<file path="config.mk">
export PLATFORM = sky130hd
export DESIGN_NAME = fixed_length_frame_receiver_top_flat
export DESIGN_NICKNAME = d
export VERILOG_FILES = /design/src/hdl/flfr_pkg.sv /design/src/hdl/flfr_intf.sv /design/src/hdl/flfr_cfg_regs.sv /design/src/hdl/flfr_store.sv /design/src/hdl/flfr_ctrl.sv /design/src/hdl/fixed_length_frame_receiver_top.sv /design/src/flat_wrapper.sv
export SDC_FILE = /design/constraint.sdc
export NUM_CORES = 1
export LEC_CHECK = 0
export BUFFER_PORTS_ARGS = -buffer_cell sky130_fd_sc_hd__clkbuf_2
export CORE_ASPECT_RATIO = 1.4
export CORE_MARGIN = 3
export CORE_UTILIZATION = 60
export DETAILED_ROUTE_END_ITERATION = 10
export PLACE_DENSITY = 0.78
export SLEW_MARGIN = 10
export SYNTH_ARGS = -nofsm -noshare
export SYNTH_HDL_FRONTEND = slang
export SYNTH_SLANG_ARGS = --single-unit
export TNS_END_PERCENT = 50
</file>
<file path="constraint.sdc">
create_clock -name clk -period 5.3 [get_ports clk]
set_clock_uncertainty 0.2 [all_clocks]
set_input_delay 1.59 -clock clk [delete_from_list [all_inputs] [get_ports clk]]
set_output_delay 1.59 -clock clk [all_outputs]
set_load 0.005 [all_outputs]
</file>
<file path="src/hdl/flfr_pkg.sv">
// Shared types, constants and a helper function of the fixed-length frame receiver.
`timescale 1ns / 1ps

package flfr_pkg;

  // Number of bytes in the preamble and in the trailer.
  localparam int MARK_LEN = 5;

  // Default payload store depth.
  localparam int PAYLOAD_MAX_DEF = 32;

  // Field widths of the channels.
  localparam int BYTE_W    = 8;
  localparam int INDEX_W   = 5;
  localparam int LENGTH_W  = 6;
  localparam int WORD_W    = 40;
  localparam int CFG_IDX_W = 2;

  // Configuration register indexes.
  localparam logic [CFG_IDX_W-1:0] REG_PAYLOAD_LENGTH = 2'd0;
  localparam logic [CFG_IDX_W-1:0] REG_PREAMBLE_WORD  = 2'd1;
  localparam logic [CFG_IDX_W-1:0] REG_TRAILER_WORD   = 2'd2;

  // Reset values of the configuration registers ("$00RF" and "<EOM>").
  localparam logic [LENGTH_W-1:0] PAYLOAD_LENGTH_RST = 6'd32;
  localparam logic [WORD_W-1:0]   PREAMBLE_WORD_RST  = 40'h2430305246;
  localparam logic [WORD_W-1:0]   TRAILER_WORD_RST   = 40'h3C454F4D3E;

  typedef struct packed {
    logic [LENGTH_W-1:0] payload_length;
    logic [WORD_W-1:0]   preamble_word;
    logic [WORD_W-1:0]   trailer_word;
  } cfg_regs_t;

  typedef enum logic [2:0] {
    S_IDLE,
    S_EVAL,
    S_READ,
    S_LOAD,
    S_SEND
  } state_t;

  // Picks byte idx of a marker word; byte 0 is the most significant one.
  function automatic logic [BYTE_W-1:0] mark_byte(input logic [WORD_W-1:0] word,
                                                  input logic [2:0] idx);
    logic [BYTE_W-1:0] sel;
    case (idx)
      3'd0:    sel = word[39:32];
      3'd1:    sel = word[31:24];
      3'd2:    sel = word[23:16];
      3'd3:    sel = word[15:8];
      3'd4:    sel = word[7:0];
      default: sel = '0;
    endcase
    return sel;
  endfunction

endpackage

</file>
<file path="src/hdl/flfr_intf.sv">
// Handshake channel interfaces of the fixed-length frame receiver.
`timescale 1ns / 1ps

interface flfr_in_if;
  logic                           valid;
  logic                           ready;
  logic [flfr_pkg::BYTE_W-1:0]    rx_byte;
  logic                           rx_error;

  modport source (output valid, output rx_byte, output rx_error, input ready);
  modport sink   (input valid, input rx_byte, input rx_error, output ready);
endinterface

interface flfr_out_if;
  logic                           valid;
  logic                           ready;
  logic [flfr_pkg::BYTE_W-1:0]    payload_byte;
  logic [flfr_pkg::INDEX_W-1:0]   payload_index;
  logic                           last;

  modport source (output valid, output payload_byte, output payload_index, output last,
                  input ready);
  modport sink   (input valid, input payload_byte, input payload_index, input last,
                  output ready);
endinterface

interface flfr_cfg_if;
  logic                           valid;
  logic                           ready;
  logic [flfr_pkg::CFG_IDX_W-1:0] index;
  logic [flfr_pkg::WORD_W-1:0]    wdata;

  modport source (output valid, output index, output wdata, input ready);
  modport sink   (input valid, input index, input wdata, output ready);
endinterface

</file>
<file path="src/hdl/flfr_cfg_regs.sv">
// Configuration register file of the fixed-length frame receiver.
`timescale 1ns / 1ps

module flfr_cfg_regs (
  input  logic                clk,
  input  logic                rst_n,
  flfr_cfg_if.sink            cfg_if,
  output flfr_pkg::cfg_regs_t cfg
);

  flfr_pkg::cfg_regs_t cfg_r;
  flfr_pkg::cfg_regs_t cfg_nxt;

  assign cfg_if.ready = 1'b1;
  assign cfg          = cfg_r;

  always_comb begin
    cfg_nxt = cfg_r;
    if (cfg_if.valid) begin
      unique case (cfg_if.index)
        flfr_pkg::REG_PAYLOAD_LENGTH: cfg_nxt.payload_length =
                                        cfg_if.wdata[flfr_pkg::LENGTH_W-1:0];
        flfr_pkg::REG_PREAMBLE_WORD:  cfg_nxt.preamble_word = cfg_if.wdata;
        flfr_pkg::REG_TRAILER_WORD:   cfg_nxt.trailer_word  = cfg_if.wdata;
        default: ;
      endcase
    end
  end

  always_ff @(posedge clk) begin
    if (!rst_n) begin
      cfg_r.payload_length <= flfr_pkg::PAYLOAD_LENGTH_RST;
      cfg_r.preamble_word  <= flfr_pkg::PREAMBLE_WORD_RST;
      cfg_r.trailer_word   <= flfr_pkg::TRAILER_WORD_RST;
    end else begin
      cfg_r <= cfg_nxt;
    end
  end

endmodule

</file>
<file path="src/hdl/flfr_store.sv">
// Payload byte memory: one write port, one registered read port.
`timescale 1ns / 1ps

module flfr_store #(
  parameter int PAYLOAD_MAX = flfr_pkg::PAYLOAD_MAX_DEF,
  localparam int AW = (PAYLOAD_MAX > 1) ? $clog2(PAYLOAD_MAX) : 1
) (
  input  logic                        clk,
  input  logic                        wr_en,
  input  logic [AW-1:0]               wr_addr,
  input  logic [flfr_pkg::BYTE_W-1:0] wr_data,
  input  logic                        rd_en,
  input  logic [AW-1:0]               rd_addr,
  output logic [flfr_pkg::BYTE_W-1:0] rd_data
);

  logic [flfr_pkg::BYTE_W-1:0] mem [PAYLOAD_MAX];
  logic [flfr_pkg::BYTE_W-1:0] rd_data_r;

  assign rd_data = rd_data_r;

  always_ff @(posedge clk) begin
    if (wr_en) begin
      mem[wr_addr] <= wr_data;
    end
  end

  always_ff @(posedge clk) begin
    if (rd_en) begin
      rd_data_r <= mem[rd_addr];
    end
  end

endmodule

</file>
<file path="src/hdl/flfr_ctrl.sv">
// Frame sequencer: position tracking, shared byte comparator and payload drain.
`timescale 1ns / 1ps

module flfr_ctrl #(
  parameter int PAYLOAD_MAX = flfr_pkg::PAYLOAD_MAX_DEF,
  localparam int AW = (PAYLOAD_MAX > 1) ? $clog2(PAYLOAD_MAX) : 1
) (
  input  logic                        clk,
  input  logic                        rst_n,
  input  flfr_pkg::cfg_regs_t         cfg,
  flfr_in_if.sink                     in_if,
  flfr_out_if.source                  out_if,
  output logic                        wr_en,
  output logic [AW-1:0]               wr_addr,
  output logic [flfr_pkg::BYTE_W-1:0] wr_data,
  output logic                        rd_en,
  output logic [AW-1:0]               rd_addr,
  input  logic [flfr_pkg::BYTE_W-1:0] rd_data
);

  localparam int POS_W = $clog2(2 * flfr_pkg::MARK_LEN + PAYLOAD_MAX + 1);
  localparam int WW    = (POS_W + 1 > 7) ? POS_W + 1 : 7;

  flfr_pkg::state_t state_r, state_nxt;

  logic [POS_W-1:0]             pos_r, pos_nxt;
  logic [flfr_pkg::BYTE_W-1:0]  byte_r, byte_nxt;
  logic [AW-1:0]                k_r, k_nxt;
  logic [flfr_pkg::BYTE_W-1:0]  out_byte_r, out_byte_nxt;
  logic [flfr_pkg::INDEX_W-1:0] out_idx_r, out_idx_nxt;
  logic                         last_r, last_nxt;

  logic [WW-1:0] pl_w, len_w, pos_w, pos_inc, pay_end, trl_end, mark_w;
  logic          in_pre, in_pay, in_trl;
  logic [2:0]    mark_idx;
  logic [flfr_pkg::BYTE_W-1:0] expected;
  logic [flfr_pkg::BYTE_W-1:0] cmp_a, cmp_b;
  logic          cmp_eq;
  logic          step_ok, done;
  logic          in_acc;

  // Effective length: zero acts as one, oversize clamps to the store depth.
  always_comb begin
    pl_w = WW'(cfg.payload_length);
    if (pl_w == '0) begin
      len_w = WW'(1);
    end else if (pl_w > WW'(PAYLOAD_MAX)) begin
      len_w = WW'(PAYLOAD_MAX);
    end else begin
      len_w = pl_w;
    end
  end

  assign mark_w  = WW'(flfr_pkg::MARK_LEN);
  assign pos_w   = WW'(pos_r);
  assign pos_inc = pos_w + WW'(1);
  assign pay_end = mark_w + len_w;
  assign trl_end = pay_end + mark_w;
  assign in_pre  = pos_w < mark_w;
  assign in_pay  = !in_pre && (pos_w < pay_end);
  assign in_trl  = !in_pre && !in_pay && (pos_w < trl_end);

  assign mark_idx = in_pre ? 3'(pos_w) : 3'(pos_w - pay_end);
  assign expected = flfr_pkg::mark_byte(in_pre ? cfg.preamble_word : cfg.trailer_word,
                                        mark_idx);

  // The one comparator: marker bytes while framing, last-byte test while draining.
  always_comb begin
    if (state_r == flfr_pkg::S_LOAD) begin
      cmp_a = flfr_pkg::BYTE_W'(k_r);
      cmp_b = flfr_pkg::BYTE_W'(len_w - WW'(1));
    end else begin
      cmp_a = byte_r;
      cmp_b = expected;
    end
  end
  assign cmp_eq = (cmp_a == cmp_b);

  assign step_ok = in_pay || ((in_pre || in_trl) && cmp_eq);
  assign done    = step_ok && (pos_inc == trl_end);

  assign in_acc = in_if.valid && in_if.ready;

  assign in_if.ready          = (state_r == flfr_pkg::S_IDLE);
  assign out_if.valid         = (state_r == flfr_pkg::S_SEND);
  assign out_if.payload_byte  = out_byte_r;
  assign out_if.payload_index = out_idx_r;
  assign out_if.last          = last_r;

  assign wr_en   = (state_r == flfr_pkg::S_EVAL) && in_pay;
  assign wr_addr = AW'(pos_w - mark_w);
  assign wr_data = byte_r;
  assign rd_en   = (state_r == flfr_pkg::S_READ);
  assign rd_addr = k_r;

  always_comb begin
    state_nxt    = state_r;
    pos_nxt      = pos_r;
    byte_nxt     = byte_r;
    k_nxt        = k_r;
    out_byte_nxt = out_byte_r;
    out_idx_nxt  = out_idx_r;
    last_nxt     = last_r;
    unique case (state_r)
      flfr_pkg::S_IDLE: begin
        // Error bytes are taken and dropped without touching any state.
        if (in_acc && !in_if.rx_error) begin
          byte_nxt  = in_if.rx_byte;
          state_nxt = flfr_pkg::S_EVAL;
        end
      end
      flfr_pkg::S_EVAL: begin
        if (!step_ok || done) begin
          pos_nxt = '0;
        end else begin
          pos_nxt = POS_W'(pos_inc);
        end
        k_nxt     = '0;
        state_nxt = done ? flfr_pkg::S_READ : flfr_pkg::S_IDLE;
      end
      flfr_pkg::S_READ: begin
        state_nxt = flfr_pkg::S_LOAD;
      end
      flfr_pkg::S_LOAD: begin
        out_byte_nxt = rd_data;
        out_idx_nxt  = flfr_pkg::INDEX_W'(k_r);
        last_nxt     = cmp_eq;
        state_nxt    = flfr_pkg::S_SEND;
      end
      flfr_pkg::S_SEND: begin
        if (out_if.ready) begin
          if (last_r) begin
            state_nxt = flfr_pkg::S_IDLE;
          end else begin
            k_nxt     = k_r + AW'(1);
            state_nxt = flfr_pkg::S_READ;
          end
        end
      end
      default: state_nxt = flfr_pkg::S_IDLE;
    endcase
  end

  always_ff @(posedge clk) begin
    if (!rst_n) begin
      state_r <= flfr_pkg::S_IDLE;
      pos_r   <= '0;
      k_r     <= '0;
    end else begin
      state_r <= state_nxt;
      pos_r   <= pos_nxt;
      k_r     <= k_nxt;
    end
  end

  always_ff @(posedge clk) begin
    byte_r     <= byte_nxt;
    out_byte_r <= out_byte_nxt;
    out_idx_r  <= out_idx_nxt;
    last_r     <= last_nxt;
  end

  // A result is never offered while an input byte can be taken.
  a_no_overlap: assert property (@(posedge clk) disable iff (!rst_n)
    in_if.ready |-> !out_if.valid)
    else $error("flfr_ctrl: result offered while accepting input");

  // A dropped error byte leaves the frame position and the sequencer alone.
  a_error_drop: assert property (@(posedge clk) disable iff (!rst_n)
    (in_acc && in_if.rx_error) |=> (state_r == flfr_pkg::S_IDLE) && $stable(pos_r))
    else $error("flfr_ctrl: error byte changed state");

  // After the final payload byte leaves, the block is back at frame start.
  a_frame_end: assert property (@(posedge clk) disable iff (!rst_n)
    (out_if.valid && out_if.ready && out_if.last) |=> in_if.ready && (pos_r == '0))
    else $error("flfr_ctrl: not idle at frame start after last byte");

endmodule

</file>
<file path="src/hdl/fixed_length_frame_receiver_top.sv">
// Top level of the fixed-length frame receiver.
`timescale 1ns / 1ps

// Channel   Modport  Payload                                   Handshake
// in_if     sink     rx_byte[7:0], rx_error                    valid / ready
// out_if    source   payload_byte[7:0], payload_index[4:0], last  valid / ready
// cfg_if    sink     index[1:0], wdata[39:0]                   valid / ready (always ready)
//
// A good byte is accepted in S_IDLE and evaluated in S_EVAL, which tests marker bytes in the
// shared comparator, updates the frame position and writes payload bytes to memory.
// A byte flagged with rx_error is accepted and dropped.
// When the trailer completes, the payload drains one byte at a time (memory read, output load,
// offer), each offer held until out_if.ready is high; no input is taken meanwhile.
// Reset (rst_n low, synchronous) clears the sequencer and restores the register defaults;
// the payload memory is not cleared, so there is no start-up pass.

module fixed_length_frame_receiver_top #(
  parameter int PAYLOAD_MAX = flfr_pkg::PAYLOAD_MAX_DEF
) (
  input  logic        clk,
  input  logic        rst_n,
  flfr_in_if.sink     in_if,
  flfr_out_if.source  out_if,
  flfr_cfg_if.sink    cfg_if
);

  localparam int AW = (PAYLOAD_MAX > 1) ? $clog2(PAYLOAD_MAX) : 1;

  // Live configuration: length and the two marker words.
  flfr_pkg::cfg_regs_t cfg;

  // Payload memory connections between the sequencer and the store.
  logic                        wr_en;
  logic [AW-1:0]               wr_addr;
  logic [flfr_pkg::BYTE_W-1:0] wr_data;
  logic                        rd_en;
  logic [AW-1:0]               rd_addr;
  logic [flfr_pkg::BYTE_W-1:0] rd_data;

  // Configuration writes land here; they are expected only while the block is idle.
  flfr_cfg_regs u_cfg_regs (
    .clk    (clk),
    .rst_n  (rst_n),
    .cfg_if (cfg_if),
    .cfg    (cfg)
  );

  // Payload bytes are written as they arrive and read back one at a time to drain.
  flfr_store #(
    .PAYLOAD_MAX (PAYLOAD_MAX)
  ) u_store (
    .clk     (clk),
    .wr_en   (wr_en),
    .wr_addr (wr_addr),
    .wr_data (wr_data),
    .rd_en   (rd_en),
    .rd_addr (rd_addr),
    .rd_data (rd_data)
  );

  // The sequencer walks preamble, payload and trailer, and then emits the frame.
  flfr_ctrl #(
    .PAYLOAD_MAX (PAYLOAD_MAX)
  ) u_ctrl (
    .clk     (clk),
    .rst_n   (rst_n),
    .cfg     (cfg),
    .in_if   (in_if),
    .out_if  (out_if),
    .wr_en   (wr_en),
    .wr_addr (wr_addr),
    .wr_data (wr_data),
    .rd_en   (rd_en),
    .rd_addr (rd_addr),
    .rd_data (rd_data)
  );

endmodule
</file>
<file path="src/flat_wrapper.sv">
// flat-port wrapper written by rule: the top's interface ports become plain ports
module fixed_length_frame_receiver_top_flat 
#(
  parameter int PAYLOAD_MAX = flfr_pkg::PAYLOAD_MAX_DEF
)
  (clk, rst_n, in_if_valid, in_if_rx_byte, in_if_rx_error, in_if_ready, out_if_valid, out_if_payload_byte, out_if_payload_index, out_if_last, out_if_ready, cfg_if_valid, cfg_if_index, cfg_if_wdata, cfg_if_ready);
  flfr_in_if in_if_i ();
  flfr_out_if out_if_i ();
  flfr_cfg_if cfg_if_i ();
  input  logic clk;
  input  logic rst_n;
  input wire logic [$bits(in_if_i.valid)-1:0] in_if_valid;
  input wire logic [$bits(in_if_i.rx_byte)-1:0] in_if_rx_byte;
  input wire logic [$bits(in_if_i.rx_error)-1:0] in_if_rx_error;
  output wire logic [$bits(in_if_i.ready)-1:0] in_if_ready;
  output wire logic [$bits(out_if_i.valid)-1:0] out_if_valid;
  output wire logic [$bits(out_if_i.payload_byte)-1:0] out_if_payload_byte;
  output wire logic [$bits(out_if_i.payload_index)-1:0] out_if_payload_index;
  output wire logic [$bits(out_if_i.last)-1:0] out_if_last;
  input wire logic [$bits(out_if_i.ready)-1:0] out_if_ready;
  input wire logic [$bits(cfg_if_i.valid)-1:0] cfg_if_valid;
  input wire logic [$bits(cfg_if_i.index)-1:0] cfg_if_index;
  input wire logic [$bits(cfg_if_i.wdata)-1:0] cfg_if_wdata;
  output wire logic [$bits(cfg_if_i.ready)-1:0] cfg_if_ready;
  assign in_if_i.valid = in_if_valid;
  assign in_if_i.rx_byte = in_if_rx_byte;
  assign in_if_i.rx_error = in_if_rx_error;
  assign in_if_ready = in_if_i.ready;
  assign out_if_valid = out_if_i.valid;
  assign out_if_payload_byte = out_if_i.payload_byte;
  assign out_if_payload_index = out_if_i.payload_index;
  assign out_if_last = out_if_i.last;
  assign out_if_i.ready = out_if_ready;
  assign cfg_if_i.valid = cfg_if_valid;
  assign cfg_if_i.index = cfg_if_index;
  assign cfg_if_i.wdata = cfg_if_wdata;
  assign cfg_if_ready = cfg_if_i.ready;
  fixed_length_frame_receiver_top #(.PAYLOAD_MAX(PAYLOAD_MAX)) u_core (.clk(clk), .rst_n(rst_n), .in_if(in_if_i), .out_if(out_if_i), .cfg_if(cfg_if_i));
endmodule
</file>
# Word-level counts from Yosys, hierarchy flattened
# Memory sizes are Yosys's and may differ from the RTL's. A register that Yosys moved wholly into a read port is not among the register bits.
# Index checks and enable logic that the tools add are counted.
[totals]
latchBits = 0
mem_count = 1
romBits = 0
mem_bits_rw = 256
elab_cells = 81
ff_bits = 122
in_bits = 56
[classes]
addsub = 7
reduce_logical = 26
muxes = 18
multipliers = 0
div_mod_pow = 0
order_cmp = 4
n_eq_ne = 15
bitwise = 0
n_shift = 0
[memory_table]
columns = ["memory", "depth", "word_bits", "read_ports", "rd_clocked_by_memory_dff", "wr", "line", "text"]
rows = [
  ["u_core.u_store.mem", 32, 8, 1, 1, 1, "flfr_store.sv:17", "logic [flfr_pkg::BYTE_W-1:0] mem [PAYLOAD_MAX];"],
]
[ops]
columns = ["operator", "count"]
rows = [
  ["40-bit 2-to-1 mux", 1],
  ["8-bit one-hot mux with 5 select lines", 1],
  ["6-bit 2-to-1 mux", 3],
  ["8-bit 2-to-1 mux", 2],
  ["3-bit one-hot mux with 5 select lines", 1],
  ["6-bit by 7-bit < comparator with 1-bit output", 2],
  ["3-bit by 2-bit equality test with 1-bit output (second input constant)", 4],
  ["5-bit 2-to-1 mux", 2],
  ["5-bit one-hot mux with 2 select lines", 1],
  ["2-bit AND reduction", 5],
  ["3-bit 2-to-1 mux", 3],
  ["8-bit equality test", 1],
  ["1-bit logical AND", 8],
  ["7-bit by 1-bit subtractor with 8-bit output (second input constant)", 1],
  ["3-bit by 6-bit adder with 7-bit output (first input constant)", 1],
  ["6-bit by 1-bit adder with 7-bit output (second input constant)", 1],
  ["7-bit by 3-bit adder with 7-bit output (second input constant)", 1],
  ["7-bit equality test", 1],
  ["3-bit by 1-bit equality test with 1-bit output (second input constant)", 2],
  ["3-bit equality test (second input constant)", 2],
  ["6-bit > comparator (second input constant)", 1],
  ["3-bit zero test", 2],
  ["6-bit zero test", 1],
  ["6-bit by 3-bit < comparator with 1-bit output (second input constant)", 1],
  ["other kinds (14)", 22],
]

# Longest topological paths before layout
[depth]
depth_word = 15
depth_mapped = 18

# Modules after synthesis
# A second synthesis with hierarchy kept.
[unflattened]
cells_unflattened = 1150
hier_area_um2 = 17112.7
[by_module_without_submodules]
columns = ["mod", "instances", "area_each_um2", "cells_per_inst"]
rows = [
  ["flfr_store", 1, 10133.5, 417],
  ["flfr_cfg_regs", 1, 3560.9, 363],
  ["flfr_ctrl", 1, 3418.3, 370],
]

# Worst setup path before layout
# Ideal clock, no wire load.
[synth_timing]
kind = "register to register"
start = "register u_core.u_cfg_regs.cfg_r, in the netlist u_core.u_cfg_regs.cfg[83]"
end = "register u_core.u_ctrl.state_r[1]"
arrival_time_ps = 3890
path_stages_with_launch = 19
setup_time_ps = 61
required_ps = 5039
path_slack_ps = 1149
cell_sequence = "dfxtp_1 > buf_2 > nor4_1 > nor2_1 > nor2_1 > inv_1 > ha_1 > fa_1 > buf_2 > nor2b_1 > clkbuf_1 > o2bb2ai_1 > a221o_1 > a31o_1 > a32oi_1 > a41oi_2 > o31ai_4 > and2b_1 > o311a_1"
[synth_via]
elab_chain_cells = 15
[synth_rtl]
columns = ["element", "line", "text"]
rows = [
  ["from (decl)", "flfr_cfg_regs.sv:11", "flfr_pkg::cfg_regs_t cfg_r;"],
  ["from (signal assigned)", "flfr_cfg_regs.sv:36", "cfg_r <= cfg_nxt;"],
  ["6-bit > comparator", "flfr_ctrl.sv:47", "end else if (pl_w > WW'(PAYLOAD_MAX)) begin"],
  ["6-bit 2-to-1 mux", "flfr_ctrl.sv:47", ""],
  ["6-bit 2-to-1 mux (*)", "flfr_ctrl.sv:45", "if (pl_w == '0) begin"],
  ["3-bit by 6-bit adder with 7-bit output", "flfr_ctrl.sv:57", "assign pay_end = mark_w + len_w;"],
  ["3-bit subtractor or 6-bit by 7-bit < comparator with 1-bit output (tied branches)", "flfr_ctrl.sv:63, flfr_ctrl.sv:60", ""],
  ["3-bit 2-to-1 mux or 1-bit logical AND (tied branches)", "flfr_ctrl.sv:63, flfr_ctrl.sv:60", ""],
  ["3-bit equality test, or another cell as far along", "flfr_pkg.sv:47", "case (idx)"],
  ["8-bit one-hot mux with 5 select lines or 1-bit logical AND (tied branches)", "flfr_pkg.sv:47, flfr_ctrl.sv:61", ""],
  ["8-bit 2-to-1 mux or 1-bit logical AND (tied branches)", "flfr_ctrl.sv:69, flfr_ctrl.sv:61", ""],
  ["8-bit equality test or 1-bit logical OR (tied branches)", "flfr_ctrl.sv:77, flfr_ctrl.sv:79", ""],
  ["1-bit logical AND", "flfr_ctrl.sv:79", "assign step_ok = in_pay || ((in_pre || in_trl) && cmp_eq);"],
  ["1-bit logical OR", "flfr_ctrl.sv:79", ""],
  ["1-bit logical AND (*)", "flfr_ctrl.sv:80", "assign done = step_ok && (pos_inc == trl_end);"],
  ["2-bit 2-to-1 mux (*)", "flfr_ctrl.sv:119", "state_nxt = done ? flfr_pkg::S_READ : flfr_pkg::S_IDLE;"],
  ["3-bit one-hot mux with 5 select lines (*)", "flfr_ctrl.sv:104", "unique case (state_r)"],
  ["to (signal assigned)", "flfr_ctrl.sv:146", "state_r <= flfr_pkg::S_IDLE;"],
  ["to (signal assigned)", "flfr_ctrl.sv:150", "state_r <= state_nxt;"],
  ["to (decl)", "flfr_ctrl.sv:24", "flfr_pkg::state_t state_r, state_nxt;"],
]
# Every way passes the cells marked *; elsewhere a longest branch is shown, timed or not.
# A chain may end at the register's enable or synchronous reset.

# Final worst setup path
[layout_timing]
start = "register u_core.u_cfg_regs.cfg_r, in the netlist u_core.u_cfg_regs.cfg[83]"
end = "register u_core.u_ctrl.pos_r[2]"
[layout_via]
elab_chain_cells = 15
[layout_rtl]
columns = ["element", "line", "text"]
rows = [
  ["6-bit > comparator", "flfr_ctrl.sv:47", ""],
  ["6-bit 2-to-1 mux", "flfr_ctrl.sv:47", ""],
  ["6-bit 2-to-1 mux (*)", "flfr_ctrl.sv:45", ""],
  ["3-bit by 6-bit adder with 7-bit output", "flfr_ctrl.sv:57", ""],
  ["3-bit subtractor or 6-bit by 7-bit < comparator with 1-bit output (tied branches)", "flfr_ctrl.sv:63, flfr_ctrl.sv:60", ""],
  ["3-bit 2-to-1 mux or 1-bit logical AND (tied branches)", "flfr_ctrl.sv:63, flfr_ctrl.sv:60", ""],
  ["3-bit equality test, or another cell as far along", "flfr_pkg.sv:47", ""],
  ["8-bit one-hot mux with 5 select lines or 1-bit logical AND (tied branches)", "flfr_pkg.sv:47, flfr_ctrl.sv:61", ""],
  ["8-bit 2-to-1 mux or 1-bit logical AND (tied branches)", "flfr_ctrl.sv:69, flfr_ctrl.sv:61", ""],
  ["8-bit equality test or 1-bit logical OR (tied branches)", "flfr_ctrl.sv:77, flfr_ctrl.sv:79", ""],
  ["1-bit logical AND", "flfr_ctrl.sv:79", ""],
  ["1-bit logical OR", "flfr_ctrl.sv:79", ""],
  ["1-bit zero test or 1-bit logical AND (tied branches)", "flfr_ctrl.sv:113, flfr_ctrl.sv:80", ""],
  ["1-bit logical OR (*)", "flfr_ctrl.sv:113", "if (!step_ok || done) begin"],
  ["6-bit 2-to-1 mux (*)", "flfr_ctrl.sv:113", ""],
  ["to (signal assigned)", "flfr_ctrl.sv:151", "pos_r <= pos_nxt;"],
  ["to (decl)", "flfr_ctrl.sv:26", "logic [POS_W-1:0] pos_r, pos_nxt;"],
]
# Marked as above.

==> results.ini <==
[yosys]
synth-edff-count = 286
yosys.area.top_type_share_pct = 52.0
yosys_warnings = 0
synth_xor_area_share_pct = 1.42
synth_top_family_by_area = multiplexers
synthSimpleGateAreaFrac_pct = 10.2
syn_nets = 1255
synth.area.top_cells = edfxtp_1 52%, dfxtp_1 12%, mux4_2 11%
synth_compound_area_share_pct = 6.58
syn-cell-area_um2 = 16500
yosysTopAreaCell = edfxtp_1
yosysSeqAreaShare_pct = 64.1
synth.distinct_cells = 70
ys_async_sr_fraction_pct = 0
syn_inst = 1175
synth-adder-area-share_pct = 1.92
ys_ff_latch = 386
yosys_most_used_dff = edfxtp_1
synth_mux_area_share_pct = 13.5
syn_avg_cell_area_um2 = 14.1

[worst_hold_path]
hold_depth = 0
hold_class = flop to flop
hold-path-endpoint = u_core.u_ctrl.out_if.payload_byte[2]
hp-start = u_core.u_store.rd_data[2]

[sta]
finalSetupTns_ns = 0
finalHoldViolCount = 0
min_period_ns = 4.96
slew_headroom_pct = 28.0
rsz0062_at_grt = false
min_period_over_period_pct = 93.6
setup_viol = 0
finalMaxSlewViolations = 0
worstMarginPinSlew_ns = 1.08
timing.fmax_mhz = 202

[critical_path]
cp_cell_sequence = nor4_1 > nor2_1 > nor2_1 > inv_1 > ha_1 > fa_1 > nor2b_1 > nand3_1 > nand4_1 > a21boi_0 > nor4_1 > a41oi_2 > o31ai_4 > a41oi_1 > a31oi_1
r2r_start = u_core.u_cfg_regs.cfg[83]
worstSetupPathType = flop to flop
worstPathArrival_ns = 5.21
crit_fanout = 10
reg2reg_depth = 15
crit_required_ns = 5.55
reg2reg_to = u_core.u_ctrl.pos_r[2]
r2r_setup_slack_ns = 0.34
cpMaxStageDelayCell = fa_1
crit_path_end_kind = flop
startpoint_type = flop
critical-path-max-stage-delay_ns = 0.73

[placement]
place_area_um2 = 17400
globalplace.congestion = 0.910
dp_cells = 1591
portBuffers = 71
dpl.hpwl_mm = 24.7

[finish]
multi_input_area_um2 = 5550
seq_area_um2 = 10600
fin_nets = 1344
final_common_cell = edfxtp_1
fill_cells = 1848
drive_gt1_share_pct = 22.1
mostFrequentLayoutCells = 286 x edfxtp_1, 199 x nand2_1, 98 x dfxtp_1
area_growth_syn_to_layout_pct = 12.6
final_util_pct = 68.9
design_area_um2 = 18600
n_antenna_cell = 0
finalNonFillerCells = 1656

[grt]
grt-ovfl-total = 0
grt_pass1_vias = 10200
track_usage_pct = 25.6
antenna_found_initial = 0
grt_max_degree = 44
grt_pass1_wl_mm = 58.6

[cts]
htree_levels = 2
cts_tree = yes
insertion_delay_ns = 0.53
postCtsHoldBufs = 0
cts_root_buffer = clkbuf_16
numCtsBuffers = 36
cts_resized = 0
post_cts_buffers = 0
cts.sinks = 386
clk_pin_slew_ns = 0.06
cts_buffer_depth = 3

[die]
rows = 71
dieWidth_um = 146
ios = 73
die_height_um = 202
start_util_pct = 61.1
dieArea_um2 = 29600
core_um2 = 27000

[detailed_routing]
drtAntennaViolNets = 0
remaining_drc_errors = 0
wl_mm = 37.4
dr.pass1.iters = 5
drt_iter0_markers = 705
wl_per_cell_um = 22.6
vias = 10000
vias_per_cell = 6.06

[pwr]
combPwrFrac_pct = 3.4
peakVddDrop_mv = 0.267
p_sw_mw = 1.21
internal_power_mw = 4.80
power_frac_seq_pct = 54.5
leakagePower_nw = 6.34
p_total_mw = 6.01
p_clk_share_pct = 42.1
swShare_pct = 20.2
powerDensity_nw_per_um2 = 323

[run_status]
status = completed

[flow_run]
maxCapViolations = 0

kinds of logic after synthesis:
logic type               Yosys count
other                              1
adder cells (fa/ha/maj)           25
XOR/XNOR                          26
AO/OA/AOI/OAI                    148
flip-flops                       386
buffers and inverters             93
AND/OR/NAND/NOR                  379
multiplexers                     117
synthesized netlist by cell type, types with 5 or more instances:
master    instances
nand4_1           8
mux2i_1          16
nor2_1           62
clkbuf_1         46
nand3_1          52
buf_1            13
mux2_2           14
o21ai_0          21
dfxtp_1         100
nor2b_1          12
inv_1            18
xor2_1            8
o211ai_1          6
edfxtp_1        286
nand3b_1          7
buf_2            13
ha_1             23
and3b_1           6
mux2_1            5
a31oi_1           7
xnor2_1          17
a21oi_1          15
mux4_2           82
a21boi_0         51
nand2_1         199
nand2b_1          7
a22oi_1           5
a32oi_1           6
nor3_1            5
metal layers:
metal  vias to the layer above  global-route usage, %  part of all wire (%)
met5                         -                      0                     0
met4                         0                   10.1                   3.9
met3                        93                   3.66                   5.8
met2                       391                   46.0                    53
met1                      4980                   31.3                    37
li1                       4579                      -                     -
area by class of cell:
type	count	share of cell area, %
inverter	20	0.404
timing repair buffer	124	4.05
clock buffer	53	5.58
tap	365	2.46
sequential	386	57.0
clock inverter	12	0.680
multi-input combinational	696	29.8
stage by stage:
step / worst slack (ns) / hold WS (ns)
CTS: 0.454 / 0.221
floorplan: 1.15 / 0.200
global route: 0.0926 / 0.228
global placement: 0.710 / 0.201
detailed placement: 0.503 / 0.205
finish: 0.339 / 0.218
sequential cells by signal (all words and copies together) (netlist names):
signal	count
u_core.u_store.rd_data	8
u_core.u_ctrl.out_if.payload_byte	8
u_core.u_ctrl.state_r	3
u_core.u_ctrl.out_if.payload_index	5
u_core.u_ctrl.rd_addr	5
u_core.u_store.mem	256
u_core.u_ctrl.wr_data	8
u_core.u_ctrl.out_if.last	1
u_core.u_ctrl.pos_r	6
u_core.u_cfg_regs.cfg	86
power by group through the flow:
stage | logic, mW | clock network (mW) | registers [mW]
2_1_floorplan | 0.118 | 0 | 3.35
3_3_place_gp | 0.199 | 0 | 3.34
3_5_place_dp | 0.205 | 0 | 3.34
4_1_cts | 0.206 | 2.57 | 3.28
5_1_grt | 0.229 | 2.69 | 3.28
6_report | 0.206 | 2.53 | 3.28
how the worst max path moves through the flow:
stage,start,slack (ns),end
after floorplan,u_core.u_cfg_regs.cfg[83],1.15,u_core.u_ctrl.state_r[1]
after global placement,u_core.u_cfg_regs.cfg[83],0.71,u_core.u_ctrl.pos_r[2]
after detailed placement,u_core.u_cfg_regs.cfg[83],0.50,u_core.u_ctrl.pos_r[2]
after CTS,u_core.u_cfg_regs.cfg[83],0.45,u_core.u_ctrl.pos_r[3]
after global routing,u_core.u_cfg_regs.cfg[83],0.09,u_core.u_ctrl.pos_r[2]
final,u_core.u_cfg_regs.cfg[83],0.34,u_core.u_ctrl.pos_r[2]
critical path, delay by kind of cell, from the launching register on:
| kind | cells | cell delay (ns) |
|---|---|---|
| DFF | 1 | 0.39 |
| and+or+nand+nor | 7 | 1.93 |
| buffers and inverters | 1 | 0.17 |
| adders and majority gates | 2 | 1.09 |
| AOI/OAI and AO/OA | 5 | 1.08 |
No activity file was read; power rests on OpenSTA's default activity.
